===== src/llhp_pkg.sv =====
`timescale 1ns / 1ps
// ----------------------------------------------------------------------------
// llhp_pkg: shared types and constants of the latency histogram
// opcodes, controller states, bucket geometry and bucket bound function
// ----------------------------------------------------------------------------
package llhp_pkg;

    localparam int NUM_BUCKETS = 64;
    localparam int BKT_W       = 6;
    localparam int LAT_W       = 64;
    localparam int OUT_CNT_W   = 32;
    localparam int NUM_PCT     = 3;

    // percentile points, in percent
    localparam int PCT_K [NUM_PCT] = '{50, 90, 99};
    localparam int PCT_SCALE       = 100;

    typedef enum logic {
        OP_OBSERVE = 1'b0,
        OP_DRAIN   = 1'b1
    } t_opcode;

    typedef enum logic [2:0] {
        ST_IDLE,
        ST_FLUSH,
        ST_SETUP,
        ST_WALK,
        ST_TAIL,
        ST_DONE
    } t_state;

    // bucket read request from the bit length encoder
    typedef struct packed {
        logic             vld;
        logic [BKT_W-1:0] bkt;
    } t_bkt_req;

    // upper bound of a bucket: 2^i - 1, all ones for the top bucket
    function automatic logic [LAT_W-1:0] f_bucket_bound(input logic [BKT_W-1:0] idx);
        logic [LAT_W-1:0] bound;
        if (idx == BKT_W'(NUM_BUCKETS - 1)) begin
            bound = '1;
        end else begin
            bound = ~({LAT_W{1'b1}} << idx);
        end
        return bound;
    endfunction

endpackage


===== src/llhp_bit_len.sv =====
`timescale 1ns / 1ps
// ----------------------------------------------------------------------------
// llhp_bit_len: pipelined bit length encoder
// byte-wise leading one search, registered, then merged into a bucket index
// ----------------------------------------------------------------------------
module llhp_bit_len (
    input  logic                                i_clk,
    input  logic                                i_rst_n,
    input  logic                                i_vld,
    input  logic [llhp_pkg::LAT_W-1:0]          i_lat,
    output llhp_pkg::t_bkt_req                  o_req
);

    localparam int NGRP = llhp_pkg::LAT_W / 8;

    logic            r_vld;
    logic [NGRP-1:0] r_any;
    logic [2:0]      r_pos [NGRP];
    logic [NGRP-1:0] n_any;
    logic [2:0]      n_pos [NGRP];
    logic [6:0]      len;

    // per byte: any bit set, and position of the top set bit
    always_comb begin
        for (int g = 0; g < NGRP; g++) begin
            n_any[g] = |i_lat[8*g +: 8];
            n_pos[g] = '0;
            for (int b = 0; b < 8; b++) begin
                if (i_lat[8*g + b]) begin
                    n_pos[g] = 3'(b);
                end
            end
        end
    end

    always_ff @(posedge i_clk) begin
        if (!i_rst_n) begin
            r_vld <= 1'b0;
        end else begin
            r_vld <= i_vld;
        end
    end

    always_ff @(posedge i_clk) begin
        r_any <= n_any;
        r_pos <= n_pos;
    end

    // highest nonzero byte wins
    always_comb begin
        len = '0;
        for (int g = 0; g < NGRP; g++) begin
            if (r_any[g]) begin
                len = 7'(g * 8) + 7'(r_pos[g]) + 7'd1;
            end
        end
    end

    assign o_req.vld = r_vld;
    assign o_req.bkt = (len > 7'(llhp_pkg::NUM_BUCKETS - 1))
                     ? llhp_pkg::BKT_W'(llhp_pkg::NUM_BUCKETS - 1)
                     : len[llhp_pkg::BKT_W-1:0];

endmodule


===== config.mk =====
export PLATFORM = sky130hd
export DESIGN_NAME = llhp_bit_len
export DESIGN_NICKNAME = d
export VERILOG_FILES = /design/src/llhp_pkg.sv /design/src/llhp_bit_len.sv
export SDC_FILE = /design/constraint.sdc
export NUM_CORES = 1
export LEC_CHECK = 0
export ABC_AREA = 1
export BUFFER_PORTS_ARGS = -buffer_cell sky130_fd_sc_hd__buf_2
export CAP_MARGIN = 20
export CORE_MARGIN = 2
export CORE_UTILIZATION = 35
export DETAILED_ROUTE_END_ITERATION = 6
export PLACE_DENSITY = 0.59
export SLEW_MARGIN = 20
export SYNTH_ARGS = -nofsm -noshare
export SYNTH_HDL_FRONTEND = slang
export SYNTH_SLANG_ARGS = --single-unit

===== constraint.sdc =====
create_clock -name i_clk -period 1.6 [get_ports i_clk]
set_input_delay 0.24 -clock i_clk [delete_from_list [all_inputs] [get_ports i_clk]]
set_output_delay 0.24 -clock i_clk [all_outputs]
set_load 0.02 [all_outputs]

# Word level (Yosys, flattened, before mapping)

Cells that the tools add are included.

Mux-type cells: 57
Reduce and logical (&&, ||, !) cells: 24
Add/sub/neg operators: 15
Magnitude comparators: 1

Operator list:

| cell                                                                  | count |
|---|---|
| 8-bit OR reduction                                                    | 8 |
| 7-bit two-way mux                                                     | 7 |
| 3-bit two-way mux                                                     | 16 |
| 2-bit two-way mux                                                     | 16 |
| 4-bit OR reduction                                                    | 8 |
| 6-bit by 3-bit adder with 7-bit output (first input constant)         | 4 |
| 7-bit by 1-bit adder with 7-bit output (second input constant)        | 4 |
| 1-bit two-way mux                                                     | 16 |
| 2-bit OR reduction                                                    | 8 |
| 6-bit by 1-bit adder with 7-bit output (second input constant)        | 2 |
| 5-bit by 3-bit adder with 6-bit output (first input constant)         | 2 |
| 7-bit by 6-bit > comparator with 1-bit output (second input constant) | 1 |
| 5-bit by 1-bit adder with 6-bit output (second input constant)        | 1 |
| 6-bit two-way mux                                                     | 1 |
| 4-bit by 3-bit adder with 5-bit output (first input constant)         | 1 |
| 3-bit by 1-bit adder with 4-bit output (second input constant)        | 1 |
| 4-bit two-way mux                                                     | 1 |

Input bits: 67
Word-level logic and storage cells: 123
Flip-flop bits (word level): 33
Output and inout port bits: 7

# Depth between registers and ports, before layout

Gate-level depths: netlist of run 1.

Depth after elaboration: 11
Depth in mapped cells: 11
Mapped depth without buffers: 11

# Worst setup path after synthesis of run 1

No wires, ideal clock.

Path kind: reg2out
Start: register r_pos[18] (netlist bit)
End: output port o_req[2] (netlist bit)
Data required time: 1.360 ns
Stages on the path, launching flop included: 11
Data arrival time: 1.341 ns
Buffers on the path: 0
Setup slack: 0.019 ns
Cell sequence: dfxtp_1 ha_1 ha_1 a21oi_1 nand2_1 nand3_1 nand2_1 nand2_1 nand2_1 nand2_1 nand3_1

RTL lines:

| what                   | RTL line           | source |
|---|---|---|
| start, declared        | llhp_bit_len.sv:18 | `logic [2:0] r_pos [NGRP];` |
| start signal, assigned | llhp_bit_len.sv:46 | `r_pos <= n_pos;` |
| end, declared          | llhp_bit_len.sv:11 | `output llhp_pkg::t_bkt_req o_req` |

==> impl_table.tex, run 1 <==
\begin{tabular}{lr}
\hline
Metric & Value \\
\hline
\multicolumn{2}{l}{\textbf{Synth}} \\
Leading register cell type out of synthesis & sky130\_fd\_sc\_hd\_\_dfxtp\_1 \\
Number of enable flip-flop cells after synthesis & 0 \\
Distinct cell type count of the synthesized netlist & 22 \\
Ranking of synthesized cells by instance count & sky130\_fd\_sc\_hd\_\_nand2\_1 (53), sky130\_fd\_sc\_hd\_\_nor2\_1 (43), sky130\_fd\_sc\_hd\_\_inv\_1 (37) \\
Part of the Yosys area used for sequential elements & 38.2\% \\
Syn Inst Count & 256 \\
Combined area of all synthesized cells & 0.00173 mm\^{}2 \\
Complex-gate fraction of the synthesized area & 13.6\% \\
Post-Synthesis Net Count & roughly 340 \\
Top cell type's share of synthesized area & between 30\% and 40\% \\
Leading cell type by number of instances after synthesis & sky130\_fd\_sc\_hd\_\_nand2\_1 \\
Arithmetic-cell share of the synthesized area counting full adders, half adders and majority gates & 8.68\% \\
Simple logic cell fraction of the synthesized area & 28.8\% \\
Share of async-settable or async-resettable flops after synthesis & 0\% \\
Proportion of synthesized area in mux cells & 0\% \\
Largest cells by area after synthesis & sky130\_fd\_sc\_hd\_\_dfxtp\_1 (38\%), sky130\_fd\_sc\_hd\_\_nand2\_1 (12\%), sky130\_fd\_sc\_hd\_\_nor2\_1 (9.3\%) \\
Most area-hungry cell type in the Yosys netlist & sky130\_fd\_sc\_hd\_\_dfxtp\_1 \\
Synthesized-area fraction occupied by xor and xnor cells & under 10\% \\
Post-synthesis sequential element count & 33 \\
Largest family of logic cells by synthesized area & simple AND/OR/NAND/NOR gates \\
Mapped Avg Cell Area & 6.75 um\^{}2 \\
Warnings from Yosys & 0 \\
\multicolumn{2}{l}{\textbf{Placed design}} \\
Post-placement cell count & around 400 \\
Placed instance area & 0.00218 mm\^{}2 \\
Post-place setup slack & -0.0922 ns \\
Final weighted congestion in routability-driven placement & 0.777 \\
Final HPWL from detailed placement & 2.95 mm \\
IO buf count & 73 \\
\multicolumn{2}{l}{\textbf{Floorplan}} \\
Number of primary I/O pins & 74 \\
Site Rows & 25 \\
Die Y-Extent & $\sim$74 um \\
Core Area & roughly 0.0048 mm\^{}2 \\
Initial Util & a little over a third \\
Die outline area & 0.00552 mm\^{}2 \\
Horizontal extent of the die & 74.3 um \\
\multicolumn{2}{l}{\textbf{STA}} \\
Unrepaired setup endpoints after global routing & true \\
Highest attainable clock frequency & 524 MHz \\
Max-Slew Margin vs Limit & 82.5\% \\
Final period util & 119\% \\
Slew @ Worst Pin & 0.262 ns \\
Final number of max-transition violations & 0 \\
Number of hold violations in the final report & 0 \\
Worst setup margin & -0.309 ns \\
Setup violators final & 4 \\
Post-layout min period & roughly 1.9 ns \\
\multicolumn{2}{l}{\textbf{Setup path}} \\
Startpoint-to-endpoint class of the critical path & flop to primary output \\
Highest-delay cell along the critical path & sky130\_fd\_sc\_hd\_\_dfxtp\_2 \\
WP data required & about 1.4 ns \\
Data arrival time of the critical path & 1.67 ns \\
Slowest stage delay, CP & 0.34 ns \\
CP Max Fanout & 2 \\
Critical Path Start Type & flop \\
Endpoint class of the critical path & primary output \\
Most prevalent standard cell on the critical path & sky130\_fd\_sc\_hd\_\_nand2\_1 \\
Launching element of the worst setup path & r\_pos[18] \\
CP Cell Sequence & ha\_4 -> ha\_4 -> a21oi\_2 -> nand2\_1 -> nand3\_1 -> nand2\_1 -> nand2\_1 -> nand2\_1 -> nand2\_1 -> nand3\_1 -> buf\_6 \\
\multicolumn{2}{l}{\textbf{Finish}} \\
Count of fill cells added during filler insertion & roughly 500 \\
Net total in the final layout & 415 \\
Diode count & 0 \\
Layout Utilization & a little over 50\% \\
Final instance count without filler cells & 403 \\
Area added between synthesis and finish & 39.4\% \\
Layout cells sized above 1 & roughly a third \\
Cell area after layout & between 0.002 and 0.0025 mm\^{}2 \\
\multicolumn{2}{l}{\textbf{Outcome}} \\
Result of the run & finished with violations \\
Failing checks & negative setup slack \\
\multicolumn{2}{l}{\textbf{Routing}} \\
Total number of vias & 1786 \\
Highest metal layer with signal wires & met4 \\
Drt initial violations & 29 \\
TritonRoute pass-1 iters & 4 \\
Met3 Wirelength & 149 um \\
DRC violations left & 0 \\
Count of antenna-violating nets left after detailed routing & 0 \\
DR WL met2 & 1.77 mm \\
Total routed wire length on the met1 layer & 1.74 mm \\
Number of vias per cell after detailed routing & 4.43 \\
Wirelength, routed & 3.68 mm \\
Routed length per instance & about 9 um \\
\multicolumn{2}{l}{\textbf{Global routing}} \\
Via count of the first global-routing pass & 1572 \\
Largest net degree at the start of global routing & 11 \\
Global route total overflow & 0 \\
First-pass GRT wire length & 6.04 mm \\
Initial antenna violation count & 0 \\
GR Util All Layers & between 10\% and 20\% \\
\multicolumn{2}{l}{\textbf{Power and ir drop}} \\
Power Dens Cells & 760 mW/mm\^{}2 \\
Worst IR drop on VDD & 0.354 mV \\
Static leakage power & 1.20 nW \\
\multicolumn{2}{l}{\textbf{Clocking}} \\
Num CTS Buffers & 5 \\
CTS H-Tree Depth & 2 \\
Number of buffers inserted for hold repair after clock tree synthesis & 0 \\
Maximum buffer depth of the clock tree & 2 \\
Clock edge transition at the registers on the reported setup and hold paths & 0.07 ns \\
Clock tree from TritonCTS & yes \\
Clk Tree Root Cell & sky130\_fd\_sc\_hd\_\_clkbuf\_8 \\
Clock sink count & 33 \\
\multicolumn{2}{l}{\textbf{Hold path}} \\
Hold EP & r\_vld \\
Number of stages on the worst hold path & 3 \\
Min-delay src & i\_vld \\
HP Class & primary input to flop \\
\multicolumn{2}{l}{\textbf{Flow run}} \\
Number of max-cap violations & 0 \\
\hline
\end{tabular}
## state kept, by name (all words and copies together), names as in the netlist
register  cells
r_any         8
r_pos        24
r_vld         1
## stage by stage
step / setup TNS, ns / hold WS (ns) / power, W
finish: -0.991 / 0.133 / 0.00183
detailed placement: -0.0922 / 0.422 / 0.00119
floorplan: 0 / 0.333 / 0.00105
global placement: -0.0838 / 0.426 / 0.00118
global route: -1.50 / 0.149 / 0.00194
CTS: -1.00 / 0.127 / 0.00184
## worst max-delay path by stage
stage | endpoint | slack (ns) | cells past startpoint
4_1_cts | o_req[2] | -0.29 | 11
5_1_grt | o_req[2] | -0.40 | 11
3_3_place_gp | o_req[2] | -0.08 | 11
2_1_floorplan | o_req[2] | 0.02 | 10
3_5_place_dp | o_req[2] | -0.09 | 11
6_report | o_req[2] | -0.31 | 11
## report_power, final
group,switching [W],total (W),internal (W)
Clock,0.000290,0.000630,0.000340
Combinational,0.000157,0.000325,0.000168
Sequential,0.0000250,0.000877,0.000852
Total,0.000472,0.00183,0.00136
## layout by cell type (no fill, tap or decap), types with 6 or more instances in the layout
master | netlist | final
sky130_fd_sc_hd__dfxtp_2 | 0 | 6
sky130_fd_sc_hd__a21oi_1 | 21 | 20
sky130_fd_sc_hd__clkbuf_8 | 0 | 6
sky130_fd_sc_hd__o21ai_0 | 18 | 17
sky130_fd_sc_hd__nor2_1 | 43 | 39
sky130_fd_sc_hd__buf_6 | 0 | 6
sky130_fd_sc_hd__dfxtp_1 | 33 | 24
sky130_fd_sc_hd__ha_1 | 12 | 9
sky130_fd_sc_hd__inv_1 | 37 | 35
sky130_fd_sc_hd__buf_2 | 1 | 68
sky130_fd_sc_hd__nand2_1 | 53 | 50
sky130_fd_sc_hd__nand3_1 | 20 | 19
## worst max-delay path: cells and delay by family, from the launching register on
| family | cells | cell delay, ns |
|---|---|---|
| flops | 1 | 0.34 |
| buf+inv | 1 | 0.14 |
| compound gates | 1 | 0.11 |
| fa+ha+maj | 2 | 0.37 |
| simple gates | 7 | 0.42 |
## what timing repair did
item / in CTS / in global routing
pin swaps: 9 / 2
endpoints found under the setup margin: 6 / 6
buffers inserted: 1 / 0
gates resized for setup: 27 / 18
## layer usage
metal	vias to the layer above	GRT usage, %
met5	-	0
met1	752	16.9
met4	0	5.75
met3	3	3.66
met2	46	24.0
li1	985	-
## kinds of logic (layout without fill, tap and decap cells)
kind of cell             Yosys count  count (layout)
AO/OA/AOI/OAI                     45              45
XOR/XNOR                           3               3
adder cells (fa/ha/maj)           12              12
buffers and inverters             41             121
flip-flops                        33              33
AND/OR/NAND/NOR                  122             122
## final cells by class
cell class | instances | area, um^2 | area share (%)
Tap cell | 67 | 83.8 | 3.48
Timing Repair Buffer | 76 | 423 | 17.5
Clock inverter | 1 | 7.51 | 0.312
Multi-Input combinational cell | 182 | 991 | 41.1
Inverter | 38 | 143 | 5.92
Clock buffer | 6 | 82.6 | 3.43
Sequential cell | 33 | 679 | 28.2
No activity file was read; power rests on OpenSTA's default activity.
==> run 2: changes to the inputs <==
Settings changed: BUFFER_PORTS_ARGS -buffer_cell sky130_fd_sc_hd__buf_2 to default, CAP_MARGIN 20 to default, DONT_BUFFER_PORTS from default to 1, PLACE_DENSITY 0.59 to 0.46.
==> impl_table.tex, run 2 (synthesis gave the netlist of run 1 again) <==
\begin{tabular}{lr}
\hline
Metric & Value \\
\hline
\multicolumn{2}{l}{\textbf{STA}} \\
Slew @ Worst Pin & 0.287 ns \\
Max-Slew Margin vs Limit & 80.9\% \\
Setup violators final & 4 \\
Final period util & 113\% \\
Post-layout min period & 1.80 ns \\
Highest attainable clock frequency & 554 MHz \\
Number of hold violations in the final report & 0 \\
Worst setup margin & -0.204 ns \\
Unrepaired setup endpoints after global routing & true \\
Hold WS & approximately 0.047 ns \\
Final number of max-transition violations & 0 \\
\multicolumn{2}{l}{\textbf{Finish}} \\
Flip-flop count of the largest register, all copies and words added & 24 \\
Biggest register & r\_pos \\
Diode count & 0 \\
Top flop regs & r\_pos x24, r\_any x8, r\_vld x1 \\
Most frequent cells in the layout & sky130\_fd\_sc\_hd\_\_nand2\_1 (46), sky130\_fd\_sc\_hd\_\_nor2\_1 (42), sky130\_fd\_sc\_hd\_\_inv\_1 (36), sky130\_fd\_sc\_hd\_\_dfxtp\_1 (26), sky130\_fd\_sc\_hd\_\_a21oi\_1 (19) \\
Net total in the final layout & 340 \\
Final instance count without filler cells & 329 \\
Count of fill cells added during filler insertion & 524 \\
Most common cell after layout, fill and taps aside & sky130\_fd\_sc\_hd\_\_nand2\_1 \\
Area added between synthesis and finish & 18.0\% \\
Layout cells sized above 1 & 13.4\% \\
\multicolumn{2}{l}{\textbf{Hold path}} \\
HP Class & primary input to flop \\
Min-delay src & i\_vld \\
Number of stages on the worst hold path & 2 \\
\multicolumn{2}{l}{\textbf{Floorplan}} \\
Die Y-Extent & 74.3 um \\
Horizontal extent of the die & 74.3 um \\
Initial Util & 36.4\% \\
Core Area & between 0.004 and 0.005 mm\^{}2 \\
Site Rows & 25 \\
Die outline area & 0.00552 mm\^{}2 \\
Number of primary I/O pins & 74 \\
\multicolumn{2}{l}{\textbf{Global routing}} \\
First-pass GRT wire length & between 5 and 6 mm \\
Via count of the first global-routing pass & 1388 \\
Global route total overflow & 0 \\
Largest net degree at the start of global routing & 12 \\
Initial antenna violation count & 0 \\
GR Util All Layers & 13.1\% \\
\multicolumn{2}{l}{\textbf{Placed design}} \\
IO buf count & 0 \\
Final HPWL from detailed placement & 2.81 mm \\
Post-placement cell count & 321 \\
Final weighted congestion in routability-driven placement & 0.761 \\
Post-place setup slack & -0.101 ns \\
\multicolumn{2}{l}{\textbf{Setup path}} \\
Critical Path Start Type & flop \\
Launching element of the worst setup path & r\_pos[18] \\
Startpoint-to-endpoint class of the critical path & flop to primary output \\
CP Cell Sequence & ha\_4 -> ha\_4 -> a21oi\_2 -> nand2\_1 -> nand3\_1 -> nand2\_1 -> nand2\_1 -> nand2\_1 -> nand2\_2 -> nand3\_4 \\
WP data required & 1.36 ns \\
Highest-delay cell along the critical path & sky130\_fd\_sc\_hd\_\_dfxtp\_2 \\
Data arrival time of the critical path & 1.56 ns \\
Capturing element of the worst setup path & o\_req[2] \\
Endpoint class of the critical path & primary output \\
CP Max Fanout & 2 \\
Slowest stage delay, CP & 0.34 ns \\
Most prevalent standard cell on the critical path & sky130\_fd\_sc\_hd\_\_nand2\_1 \\
\multicolumn{2}{l}{\textbf{Clocking}} \\
Clock edge transition at the registers on the reported setup and hold paths & around 0.07 ns \\
Clock sink count & 33 \\
CTS H-Tree Depth & 2 \\
Clk Tree Root Cell & sky130\_fd\_sc\_hd\_\_clkbuf\_8 \\
Number of buffers inserted for hold repair after clock tree synthesis & 0 \\
Clock tree from TritonCTS & yes \\
Num CTS Buffers & 5 \\
Maximum buffer depth of the clock tree & 2 \\
\multicolumn{2}{l}{\textbf{Flow run}} \\
Number of max-cap violations & 0 \\
\multicolumn{2}{l}{\textbf{Routing}} \\
Routed length per instance & 10.4 um \\
DRC violations left & 0 \\
Drt initial violations & 32 \\
Total number of vias & 1542 \\
Count of antenna-violating nets left after detailed routing & 0 \\
Wirelength, routed & approximately 3.4 mm \\
Number of vias per cell after detailed routing & 4.69 \\
TritonRoute pass-1 iters & 3 \\
\multicolumn{2}{l}{\textbf{Power and ir drop}} \\
Static leakage power & 0.913 nW \\
Worst IR drop on VDD & between 0.3 and 0.4 mV \\
Power Dens Cells & $\sim$930 mW/mm\^{}2 \\
\multicolumn{2}{l}{\textbf{Outcome}} \\
Failing checks & negative setup slack \\
Result of the run & finished with violations \\
\hline
\end{tabular}
run 2: cell count changes in the layout (fill, tap and decap cells not counted), moves of 2 or more:
| cell | change |
|---|---|
| sky130_fd_sc_hd__nor2_1 | +3 |
| sky130_fd_sc_hd__nand2_2 | +4 |
| sky130_fd_sc_hd__buf_6 | -5 |
| sky130_fd_sc_hd__nand3_1 | -2 |
| sky130_fd_sc_hd__buf_4 | -2 |
| sky130_fd_sc_hd__dfxtp_1 | +2 |
| sky130_fd_sc_hd__nor2_4 | -3 |
| sky130_fd_sc_hd__nand2_1 | -4 |
| sky130_fd_sc_hd__buf_2 | -68 |
| sky130_fd_sc_hd__nand3_4 | +2 |
run 2: how the worst min path moves through the flow:
stage | endpoint | slack [ns]
after floorplan | r_vld | 0.33
after global placement | r_vld | 0.34
after detailed placement | r_vld | 0.34
after CTS | r_vld | 0.04
after global routing | r_pos[0] | 0.05
final | r_vld | 0.05
run 2: repair_timing:
item / in CTS / in global routing
setup endpoints to repair: 5 / 6
buffers inserted: 1 / 0
gates resized for setup: 22 / 10
pin swaps: 14 / 15
run 2: stage by stage:
stage / setup TNS [ns] / total power [W] / utilization, % / instance area, um^2
after floorplan: 0 / 0.00105 / - / 1730
after global routing: -1.14 / 0.00201 / 42.9 / 2040
final: -0.505 / 0.00190 / 42.9 / 2040
after global placement: -0.0775 / 0.00109 / 37.9 / 1800
after detailed placement: -0.101 / 0.00109 / 37.9 / 1800
after CTS: -0.797 / 0.00193 / 42.4 / 2020
run 2: power by group:
part	switching (W)	total (W)	internal [W]
registers	0.0000270	0.000882	0.000855
clock network	0.000295	0.000800	0.000506
logic	0.000124	0.000218	0.0000941
run 2: layer usage:
layer	share of wire (%)	vias up	track usage (%)
met3	5.5	4	5.42
li1	-	833	-
met5	0	-	0
met2	47	39	21.3
met1	46	666	15.3
met4	1.5	0	5.36
run 2: layout make-up:
type | instances | area, um^2 | area share [%]
clock buffer | 6 | 82.6 | 4.05
clock inverter | 2 | 37.5 | 1.84
inverter | 38 | 143 | 6.99
multi-input combinational | 182 | 1010 | 49.4
sequential | 33 | 674 | 33.0
tap | 67 | 83.8 | 4.11
timing repair buffer | 1 | 11.3 | 0.552
run 2: worst max-delay path, delay by kind of cell, from the launching register on:
kind                       cells  cell delay (ns)
adders and majority gates      2             0.37
AOI/OAI and AO/OA              1             0.12
and+or+nand+nor                7             0.46
DFF                            1             0.34
